## src/hw/rtl/vlbb_pkg.sv

```systemverilog
package vlbb_pkg;

   localparam int COORD_W = 32;
   localparam int COUNT_W = 24;
   localparam int CMD_W   = 8;

   localparam logic [CMD_W-1:0] CMD_LINE_MOVE     = 8'd0;
   localparam logic [CMD_W-1:0] CMD_LINE_DRAW     = 8'd1;
   localparam logic [CMD_W-1:0] CMD_POLY_START    = 8'd2;
   localparam logic [CMD_W-1:0] CMD_POLY_MOVE     = 8'd3;
   localparam logic [CMD_W-1:0] CMD_POLY_DRAW     = 8'd4;
   localparam logic [CMD_W-1:0] CMD_POLY_END      = 8'd5;
   localparam logic [CMD_W-1:0] CMD_POLY_NORMAL   = 8'd6;
   localparam logic [CMD_W-1:0] CMD_TRI_START     = 8'd7;
   localparam logic [CMD_W-1:0] CMD_TRI_MOVE      = 8'd8;
   localparam logic [CMD_W-1:0] CMD_TRI_DRAW      = 8'd9;
   localparam logic [CMD_W-1:0] CMD_TRI_END       = 8'd10;
   localparam logic [CMD_W-1:0] CMD_TRI_NORMAL    = 8'd11;
   localparam logic [CMD_W-1:0] CMD_POINT_DRAW    = 8'd12;
   localparam logic [CMD_W-1:0] CMD_POINT_SIZE    = 8'd13;
   localparam logic [CMD_W-1:0] CMD_LINE_WIDTH    = 8'd14;
   localparam logic [CMD_W-1:0] CMD_DISPLAY_MAT   = 8'd15;
   localparam logic [CMD_W-1:0] CMD_MODEL_MAT     = 8'd16;
   localparam logic [CMD_W-1:0] CMD_LAST_KNOWN    = CMD_MODEL_MAT;

   localparam logic signed [COORD_W-1:0] COORD_MAX = 32'sh7FFF_FFFF;
   localparam logic signed [COORD_W-1:0] COORD_MIN = 32'sh8000_0000;
   localparam logic signed [COORD_W-1:0] ONE_UNIT  = 32'sh0001_0000;
   localparam logic [COUNT_W-1:0]        COUNT_MAX = {COUNT_W{1'b1}};

   typedef struct packed {
      logic [CMD_W-1:0]          command;
      logic signed [COORD_W-1:0] point_x;
      logic signed [COORD_W-1:0] point_y;
      logic signed [COORD_W-1:0] point_z;
      logic                      last_item;
   } req_payload_type;

   typedef struct packed {
      logic signed [COORD_W-1:0] min_x;
      logic signed [COORD_W-1:0] min_y;
      logic signed [COORD_W-1:0] min_z;
      logic signed [COORD_W-1:0] max_x;
      logic signed [COORD_W-1:0] max_y;
      logic signed [COORD_W-1:0] max_z;
      logic [COUNT_W-1:0]        item_count;
      logic                      display_used;
      logic                      error_seen;
      logic [CMD_W-1:0]          bad_command;
   } rsp_payload_type;

   typedef struct packed {
      logic               widen;
      logic               pad;
      logic [COUNT_W-1:0] count;
      logic               display;
      logic               failed;
      logic [CMD_W-1:0]   code;
   } ctrl_status_type;

   function automatic logic signed [COORD_W-1:0] pad_down(
      input logic signed [COORD_W-1:0] p);
      logic signed [COORD_W:0] diff;
      diff = {p[COORD_W-1], p} - {ONE_UNIT[COORD_W-1], ONE_UNIT};
      if (diff[COORD_W] != diff[COORD_W-1]) begin
         return COORD_MIN;
      end
      return diff[COORD_W-1:0];
   endfunction

   function automatic logic signed [COORD_W-1:0] pad_up(
      input logic signed [COORD_W-1:0] p);
      logic signed [COORD_W:0] sum;
      sum = {p[COORD_W-1], p} + {ONE_UNIT[COORD_W-1], ONE_UNIT};
      if (sum[COORD_W] != sum[COORD_W-1]) begin
         return COORD_MAX;
      end
      return sum[COORD_W-1:0];
   endfunction

endpackage

```

## src/hw/rtl/vlbb_stream_if.sv

```systemverilog
interface vlbb_stream_if #(
   parameter type payload_type = logic
);
   logic        valid;
   logic        ready;
   payload_type payload;

   modport source (output valid, output payload, input ready);
   modport sink (input valid, input payload, output ready);
endinterface

```

## src/hw/rtl/vlbb_axis.sv

```systemverilog
module vlbb_axis (
   input  logic                                 clock,
   input  logic                                 reset,
   input  logic                                 step,
   input  logic                                 widen,
   input  logic                                 pad,
   input  logic                                 clear,
   input  logic signed [vlbb_pkg::COORD_W-1:0]  point,
   output logic signed [vlbb_pkg::COORD_W-1:0]  low_next,
   output logic signed [vlbb_pkg::COORD_W-1:0]  high_next
);

   logic signed [vlbb_pkg::COORD_W-1:0] low_ff;
   logic signed [vlbb_pkg::COORD_W-1:0] high_ff;
   logic signed [vlbb_pkg::COORD_W-1:0] low_cand;
   logic signed [vlbb_pkg::COORD_W-1:0] high_cand;

   always_comb begin
      low_cand  = pad ? vlbb_pkg::pad_down(point) : point;
      high_cand = pad ? vlbb_pkg::pad_up(point) : point;
      low_next  = low_ff;
      high_next = high_ff;
      if (widen && (low_cand < low_ff)) begin
         low_next = low_cand;
      end
      if (widen && (high_cand > high_ff)) begin
         high_next = high_cand;
      end
   end

   always_ff @(posedge clock) begin
      if (reset || (step && clear)) begin
         low_ff  <= vlbb_pkg::COORD_MAX;
         high_ff <= vlbb_pkg::COORD_MIN;
      end else if (step) begin
         low_ff  <= low_next;
         high_ff <= high_next;
      end
   end

endmodule

```

## src/hw/rtl/vlbb_ctrl.sv

```systemverilog
module vlbb_ctrl (
   input  logic                            clock,
   input  logic                            reset,
   input  logic                            step,
   input  logic                            clear,
   input  logic [vlbb_pkg::CMD_W-1:0]      command,
   output vlbb_pkg::ctrl_status_type       status
);

   logic                             skip_ff;
   logic                             skip_in;
   logic                             display_ff;
   logic                             failed_ff;
   logic [vlbb_pkg::CMD_W-1:0]       code_ff;
   logic [vlbb_pkg::COUNT_W-1:0]     count_ff;
   logic [vlbb_pkg::COUNT_W-1:0]     count_inc;

   assign count_inc = (count_ff == vlbb_pkg::COUNT_MAX) ? count_ff
                                                        : count_ff + 1'b1;

   always_comb begin
      skip_in        = skip_ff;
      status.widen   = 1'b0;
      status.pad     = 1'b0;
      status.count   = count_ff;
      status.display = display_ff;
      status.failed  = failed_ff;
      status.code    = code_ff;
      if (!failed_ff) begin
         if (skip_ff && (command != vlbb_pkg::CMD_MODEL_MAT)) begin
            status.count = count_inc;
         end else if (command > vlbb_pkg::CMD_LAST_KNOWN) begin
            status.failed = 1'b1;
            status.code   = command;
         end else begin
            skip_in      = 1'b0;
            status.count = count_inc;
            unique case (command) inside
               vlbb_pkg::CMD_LINE_MOVE, vlbb_pkg::CMD_LINE_DRAW,
               vlbb_pkg::CMD_POLY_MOVE, vlbb_pkg::CMD_POLY_DRAW,
               vlbb_pkg::CMD_POLY_END, vlbb_pkg::CMD_TRI_MOVE,
               vlbb_pkg::CMD_TRI_DRAW, vlbb_pkg::CMD_TRI_END: begin
                  status.widen = 1'b1;
               end
               vlbb_pkg::CMD_DISPLAY_MAT: begin
                  skip_in        = 1'b1;
                  status.display = 1'b1;
                  status.widen   = 1'b1;
                  status.pad     = 1'b1;
               end
               vlbb_pkg::CMD_POINT_DRAW: begin
                  status.widen = 1'b1;
                  status.pad   = 1'b1;
               end
               default: begin
               end
            endcase
         end
      end
   end

   always_ff @(posedge clock) begin
      if (reset || (step && clear)) begin
         skip_ff    <= 1'b0;
         display_ff <= 1'b0;
         failed_ff  <= 1'b0;
         code_ff    <= '0;
         count_ff   <= '0;
      end else if (step) begin
         skip_ff    <= skip_in;
         display_ff <= status.display;
         failed_ff  <= status.failed;
         code_ff    <= status.code;
         count_ff   <= status.count;
      end
   end

endmodule

```

## src/hw/rtl/vector_list_bounding_box_unit.sv

```systemverilog
// Channel   Direction  Payload            Transaction
// req_ch    in         command, xyz, last one drawing command
// rsp_ch    out        box, count, flags  one summary per list
//
// A command is registered on entry and then folded into the box state, so one
// transaction is taken per cycle unless the input stalls. The summary is written
// to an output register as the last command is folded in and is held there.
// Reset is synchronous and returns the box to empty and the command flags to zero.
// The input stalls only when a last command waits behind an untaken summary.
module vector_list_bounding_box_unit (
   input logic                 clock,
   input logic                 reset,
   vlbb_stream_if.sink         req_ch,
   vlbb_stream_if.source       rsp_ch
);

   logic                              in_valid_ff;
   logic                              in_valid_in;
   vlbb_pkg::req_payload_type         in_ff;
   logic                              rsp_valid_ff;
   logic                              rsp_valid_in;
   vlbb_pkg::rsp_payload_type         rsp_ff;
   logic                              advance;
   logic                              take_req;
   logic                              finish;
   vlbb_pkg::ctrl_status_type         status;
   logic signed [vlbb_pkg::COORD_W-1:0] low_next [3];
   logic signed [vlbb_pkg::COORD_W-1:0] high_next [3];
   logic signed [vlbb_pkg::COORD_W-1:0] point [3];

   assign advance  = in_valid_ff && (!in_ff.last_item || !rsp_valid_ff || rsp_ch.ready);
   assign finish   = advance && in_ff.last_item;
   assign take_req = req_ch.valid && req_ch.ready;

   assign req_ch.ready   = !in_valid_ff || advance;
   assign rsp_ch.valid   = rsp_valid_ff;
   assign rsp_ch.payload = rsp_ff;

   assign point[0] = in_ff.point_x;
   assign point[1] = in_ff.point_y;
   assign point[2] = in_ff.point_z;

   assign in_valid_in  = take_req ? 1'b1 : (advance ? 1'b0 : in_valid_ff);
   assign rsp_valid_in = finish ? 1'b1 : (rsp_ch.ready ? 1'b0 : rsp_valid_ff);

   vlbb_ctrl u_ctrl (
      .clock   (clock),
      .reset   (reset),
      .step    (advance),
      .clear   (in_ff.last_item),
      .command (in_ff.command),
      .status  (status)
   );

   for (genvar a = 0; a < 3; a++) begin : g_axis
      vlbb_axis u_axis (
         .clock     (clock),
         .reset     (reset),
         .step      (advance),
         .widen     (status.widen),
         .pad       (status.pad),
         .clear     (in_ff.last_item),
         .point     (point[a]),
         .low_next  (low_next[a]),
         .high_next (high_next[a])
      );
   end

   always_ff @(posedge clock) begin
      if (reset) begin
         in_valid_ff  <= 1'b0;
         rsp_valid_ff <= 1'b0;
      end else begin
         in_valid_ff  <= in_valid_in;
         rsp_valid_ff <= rsp_valid_in;
      end
   end

   always_ff @(posedge clock) begin
      if (take_req) begin
         in_ff <= req_ch.payload;
      end
      if (finish) begin
         rsp_ff.min_x        <= low_next[0];
         rsp_ff.min_y        <= low_next[1];
         rsp_ff.min_z        <= low_next[2];
         rsp_ff.max_x        <= high_next[0];
         rsp_ff.max_y        <= high_next[1];
         rsp_ff.max_z        <= high_next[2];
         rsp_ff.item_count   <= status.count;
         rsp_ff.display_used <= status.display;
         rsp_ff.error_seen   <= status.failed;
         rsp_ff.bad_command  <= status.failed ? status.code : '0;
      end
   end

endmodule

```

## src/flat_wrapper.sv

```systemverilog
// flat-port wrapper written by rule: the top's interface ports become plain ports
module vector_list_bounding_box_unit_flat 
  (clock, reset, req_ch_valid, req_ch_payload, req_ch_ready, rsp_ch_valid, rsp_ch_payload, rsp_ch_ready);
  vlbb_stream_if req_ch_i ();
  vlbb_stream_if rsp_ch_i ();
  input logic clock;
  input logic reset;
  input wire logic [$bits(req_ch_i.valid)-1:0] req_ch_valid;
  input wire logic [$bits(req_ch_i.payload)-1:0] req_ch_payload;
  output wire logic [$bits(req_ch_i.ready)-1:0] req_ch_ready;
  output wire logic [$bits(rsp_ch_i.valid)-1:0] rsp_ch_valid;
  output wire logic [$bits(rsp_ch_i.payload)-1:0] rsp_ch_payload;
  input wire logic [$bits(rsp_ch_i.ready)-1:0] rsp_ch_ready;
  assign req_ch_i.valid = req_ch_valid;
  assign req_ch_i.payload = req_ch_payload;
  assign req_ch_ready = req_ch_i.ready;
  assign rsp_ch_valid = rsp_ch_i.valid;
  assign rsp_ch_payload = rsp_ch_i.payload;
  assign rsp_ch_i.ready = rsp_ch_ready;
  vector_list_bounding_box_unit u_core (.clock(clock), .reset(reset), .req_ch(req_ch_i), .rsp_ch(rsp_ch_i));
endmodule
```

## config.mk

```make
export PLATFORM = sky130hd
export DESIGN_NAME = vector_list_bounding_box_unit_flat
export DESIGN_NICKNAME = d
export VERILOG_FILES = /design/src/hw/rtl/vlbb_pkg.sv /design/src/hw/rtl/vlbb_stream_if.sv /design/src/hw/rtl/vlbb_axis.sv /design/src/hw/rtl/vlbb_ctrl.sv /design/src/hw/rtl/vector_list_bounding_box_unit.sv /design/src/flat_wrapper.sv
export SDC_FILE = /design/constraint.sdc
export NUM_CORES = 1
export LEC_CHECK = 0
export BUFFER_PORTS_ARGS = -buffer_cell sky130_fd_sc_hd__buf_4
export CAP_MARGIN = 15
export CORE_AREA = 2 2 39 41
export DETAILED_ROUTE_END_ITERATION = 16
export DIE_AREA = 0 0 41 43
export PLACE_DENSITY = 0.3
export REMOVE_ABC_BUFFERS = 1
export SETUP_SLACK_MARGIN = 0.02
export SLEW_MARGIN = 5
export SYNTH_ARGS = -nofsm -noshare
export SYNTH_HDL_FRONTEND = slang
export SYNTH_SLANG_ARGS = --single-unit
```

## constraint.sdc

```tcl
create_clock -name clock -period 1.3 [get_ports clock]
set_input_delay 0.325 -clock clock [delete_from_list [all_inputs] [get_ports clock]]
set_output_delay 0.325 -clock clock [all_outputs]
set_load 0.1 [all_outputs]
```

==> results.md, run 1 <==
* Max IR drop VDD at 421 uV
* RSZ-0062 raised after global routing: true
* Worst Hold Class: in2reg
* Synth cell types at 11
* # IOs at 8
* Crit. Startpoint: u_core.in_ff[0]
* Status: complete, no violations
* H-Tree Depth at 1
* Synth Warn # at 0
* Fin. max-slew vios at 0
* Worst-case clock skew at 2.41 ps
* Core ar. at 1380 um2
* Final setup violation count at 0
* Syn avg cell area at 11.8 um2
* Fin nets at 29
* Fmax at 0.777 GHz
* Initial antenna violation count at 0
* First-pass GRT wire length at 427 um
* Hold_sp: reset
* Mux cell area share after synthesis at 0%
* Vias in the first global route at 107
* Share of cells above drive strength 1 at 60.9%
* Reg-to-reg startpoint: u_core.rsp_ch.valid
* Finished Core Util at 18.3%
* Post-layout min period at 1290 ps
* N_diodes at 0
* Largest net degree at the start of global routing at 4
* Top post-synthesis cells by area: dfxtp_1 28%, edfxtp_1 21%, nand4b_4 17%, a21oi_2 6.2%, and2_4 6.2%
* Synth Area in XOR/XNOR at 0%
* Final GP Congestion at 0.541
* Clock transition at path regs at 40 ps
* Leak at 0.133 nW
* CTS tree: built
* Detailed Route WL at 312 um
* DIE HEIGHT at 43 um
* Root Buffer: clkbuf_4
* Post-DP Area at 199 um2
* Sequential cell area fraction in the yosys report at 49.6%
* Power Density at 1250 nW/um2
* WHS at 261 ps
* Synth Register Bits at 3
* Final Hold Fails at 0
* Overall Global Routing Usage at 4.52%
* Clock buffer depth at 2
* Post-route design area at 253 um2
* 1st-iter DRT viols at 2
* WS Path Type: reg2out
* Period utilization at 98.9%
* Crit path DAT at 960 ps
* Initial Util at 10.2%
* Mapped Area at 141 um2
* Most common cell after layout, fill and taps aside: buf_4
* Yosys top cell by area: dfxtp_1
* Crit path capture type: output port
* WP data required at 980 ps
* Max capacitance violation total at 0
* Area share of the largest cell type after synthesis at 28.3%
* Hold buffers post-CTS at 0
* Clock sinks at 3
* DRC Markers at 0
* Die area at 1760 um2
* Row Count at 14
* Wire per inst at 8.00 um
* Syn Inst Count at 12
* Final ANT Viol Nets at 0
* Synth Area in Simple Gates at 30.1%
* Drt first pass iters at 2
* Compound-Gate Fraction of Synth Area at 9.73%
* Main combinational cell family by area after synthesis: simple AND/OR/NAND/NOR gates
* Adder-Cell Fraction of Synth Area at 0%
* CTS buffer count at 3
* Die Wd at 41 um
* Worst-path maximum fanout at 2
* Layout area overhead at 78.8%
* Total power at 0.316 mW
* Grt total ovfl at 0
* Drt via density at 2.97
* CP startpoint kind: register
* Vias at 116
* # port buffers at 6
* Skew-Pair Late Insertion Delay at 230 ps
* Most frequent cells in the layout: 7 x buf_4, 3 x clkbuf_4, 2 x dfxtp_1
[metrics by stage]
step | setup TNS [ps] | std cells | setup slack (ps)
2_1_floorplan | -2010 | 11 | -843
3_3_place_gp | 0 | 33 | 104
3_5_place_dp | 0 | 33 | 102
4_1_cts | 0 | 38 | 2.47
5_1_grt | -32.1 | 39 | -26.2
6_report | 0 | 39 | 13.7
[final timing paths]
kind                                             to  slack [ps]  cells after the start
worst min-delay path             u_core.in_valid_ff         260                      2
worst min register to register  u_core.rsp_ch.valid         490                      2
worst max-delay path                   req_ch_ready          10                      2
worst max register to register      u_core.in_ff[0]         130                      4
[flip-flops by register name (all words and copies together) (netlist names)]
signal / count
u_core.rsp_ch.valid: 1
u_core.in_ff: 1
u_core.in_valid_ff: 1
[synthesized netlist by cell type]
cell and count:
buf_4 1, a21oi_2 1, edfxtp_1 1, a21oi_1 1, conb_1 1, inv_1 1, and2_4 1, nand2b_1 1
dfxtp_1 2, nand4b_4 1, nand2_1 1
[critical path, cell delays in order (launching register included)]
cell,delay (ps)
edfxtp_1,420
nand4b_4,130
buf_12,180
[kinds of logic after synthesis]
kind of cell / count (synthesis)
compound gates: 2
buf+inv: 2
flops: 3
simple gates: 4
other cells: 1
[cell type report]
type | instances | area, um2
Timing Repair Buffer | 8 | 72.6
Clock buffer | 4 | 26.3
Tap cell | 16 | 20.0
Inverter | 1 | 3.75
Sequential cell | 3 | 70.1
Multi-Input combinational cell | 7 | 60.1
Fill cell | 161 | 1130
[per-layer routing]
metal | share of wire (%) | wire (um) | track usage [%] | vias up
met1 | 47 | 148 | 4.84 | 51
met4 | 0 | 0 | 6.00 | 0
met2 | 40 | 125 | 3.75 | 7
met5 | 0 | 0 | 0 | -
met3 | 12 | 37 | 4.71 | 0
li1 | - | - | - | 58
[power by group]
group | total [mW] | switching, mW | internal, mW
registers | 0.107 | 0.00487 | 0.103
logic | 0.0443 | 0.0287 | 0.0157
clock network | 0.164 | 0.0490 | 0.115
total | 0.316 | 0.0825 | 0.233
[repair_timing]
action,4_1_cts,5_1_grt
pin swaps,0,0
gates resized for setup,3,0
buffers inserted,1,1
setup endpoints to repair,1,2
(Power assumes the default switching activity.)
==> inputs of run 2 (changes only) <==
==> constraint.sdc (replaced) <==
create_clock -name clock -period 1.3 [get_ports clock]
set_input_delay 0.325 -clock clock [delete_from_list [all_inputs] [get_ports clock]]
set_output_delay 0.325 -clock clock [all_outputs]
set_load 0.01 [all_outputs]
==> run 2 against run 1 <==
Effect of this change: setup slack better by 47 ps; routed wire length down 21%; cell area down 11%; critical path depth unchanged; global-route usage down 1.2 points; fmax up 3.8%; clock skew up 1.3 ps; utilization down 2.0 points; clock power about the same; worst hold slack worse by 5.0 ps; non-clock buffer count down 2; die area unchanged; critical endpoint unchanged.
==> results.md, run 2 (synthesized netlist as in run 1, its figures left out) <==
* Status: complete, no violations
* P_int at 0.233 mW
* RR Endpoint: u_core.in_ff[0]
* Final worst slack at 61.2 ps
* Crit path DAT at 910 ps
* Worst Hold Class: in2reg
* Initial antenna violation count at 0
* GR Util met3 at 3.14%
* Final GP Congestion at 0.534
* Hold Crit Depth at 2
* Drt via density at 2.76
* 1st-iter DRT viols at 2
* Fin. max-slew vios at 0
* Vias in the first global route at 93
* R2R Setup Slk at 330 ps
* Clock sinks at 3
* Total power at 0.294 mW
* Root Buffer: clkbuf_4
* Clock transition at path regs at 40 ps
* Core ar. at 1380 um2
* Layout area overhead at 59.3%
* WP data required at 980 ps
* CTS tree: built
* Reg-to-reg startpoint: u_core.in_ff[0]
* Max capacitance violation total at 0
* DIE HEIGHT at 43 um
* Period utilization at 95.3%
* Worst-path maximum fanout at 3
* Most frequent cells in the layout: 6 x buf_4, 3 x clkbuf_4, 2 x dfxtp_1
* Most common cell after layout, fill and taps aside: buf_4
* Crit path capture type: output port
* DRC Markers at 0
* Post-CTS Resized at 0
* Max IR drop VDD at 292 uV
* Row Count at 14
* WHS Endpoint: u_core.in_valid_ff
* Met1 usage in global routing at 4.84%
* Post-DP Area at 199 um2
* Vias at 102
* Non-Filler Instances at 37
* Power Density at 1300 nW/um2
* Grt total ovfl at 0
* Final ANT Viol Nets at 0
* Logic gate share of total power at 7.7%
* RSZ-0062 raised after global routing: false
* Die area at 1760 um2
* Largest net degree at the start of global routing at 4
* Switch share at 20.8%
* Grt met2 use at 1.88%
* Post-route design area at 225 um2
* Busiest grt layer: met1
* Pre-CTS WS at 198 ps
* Fin nets at 27
* Dpl cells at 33
* Clock buffer depth at 2
* Worst-case clock skew at 3.70 ps
* H-Tree Depth at 1
* Detailed Route WL at 246 um
* CP startpoint kind: register
* Final Hold Fails at 0
* Switch Pwr at 0.0612 mW
* Finished Core Util at 16.3%
* Final TNS setup at 0 ps
* Wire per inst at 6.65 um
* Fmax at 0.807 GHz
* Leak at 0.119 nW
* Initial Util at 10.2%
* WHS at 256 ps
* Drt first pass iters at 3
* N_diodes at 0
* Post-layout min period at 1240 ps
* Worst r2r path cells at 2
* Skew-Pair Late Insertion Delay at 230 ps
* Hold_sp: reset
* Postcts setup bufs at 0
* # port buffers at 6
* Hold buffers post-CTS at 0
* Share of cells above drive strength 1 at 57.1%
* Final setup violation count at 0
* Clock network fraction of total power at 55.7%
* First-pass GRT wire length at 345 um
* WS Path Type: reg2out
* Sequential power share at 36.6%
* Overall Global Routing Usage at 3.32%
* Die Wd at 41 um
* CTS buffer count at 3
* # IOs at 8
run 2: routing by layer:
metal / part of all wire, % / wire length [um]
met4: 0 / 0
met2: 28 / 70
met5: 0 / 0
met1: 51 / 125
met3: 20 / 50
run 2: power groups by stage:
stage / combinational (mW) / sequential [mW] / clock, mW
floorplan: 0.00913 / 0.109 / 0
global placement: 0.0223 / 0.109 / 0
detailed placement: 0.0226 / 0.109 / 0
CTS: 0.0229 / 0.107 / 0.173
global route: 0.0247 / 0.108 / 0.182
finish: 0.0227 / 0.107 / 0.164
run 2: critical path: stages (launching register included):
cell	delay, ps
dfxtp_1	380
nand4b_4	130
buf_4	160
run 2: worst max-delay path by stage:
stage / startpoint / endpoint / slack [ps]
after global routing: u_core.rsp_ch.valid / req_ch_ready / 20
after global placement: rsp_ch_ready / req_ch_ready / 200
after floorplan: u_core.rsp_ch.valid / u_core.in_ff[0] / 320
final: u_core.rsp_ch.valid / req_ch_ready / 60
after CTS: u_core.rsp_ch.valid / req_ch_ready / 50
after detailed placement: rsp_ch_ready / req_ch_ready / 200
run 2: layout make-up:
class                   instances  area (um2)
inverters                       1        3.75
well taps                      16        20.0
flip-flops and latches          3        70.1
clock buffers                   4        26.3
fillers                       157        1160
multi-input cells               7        60.1
repair buffers                  6        45.0
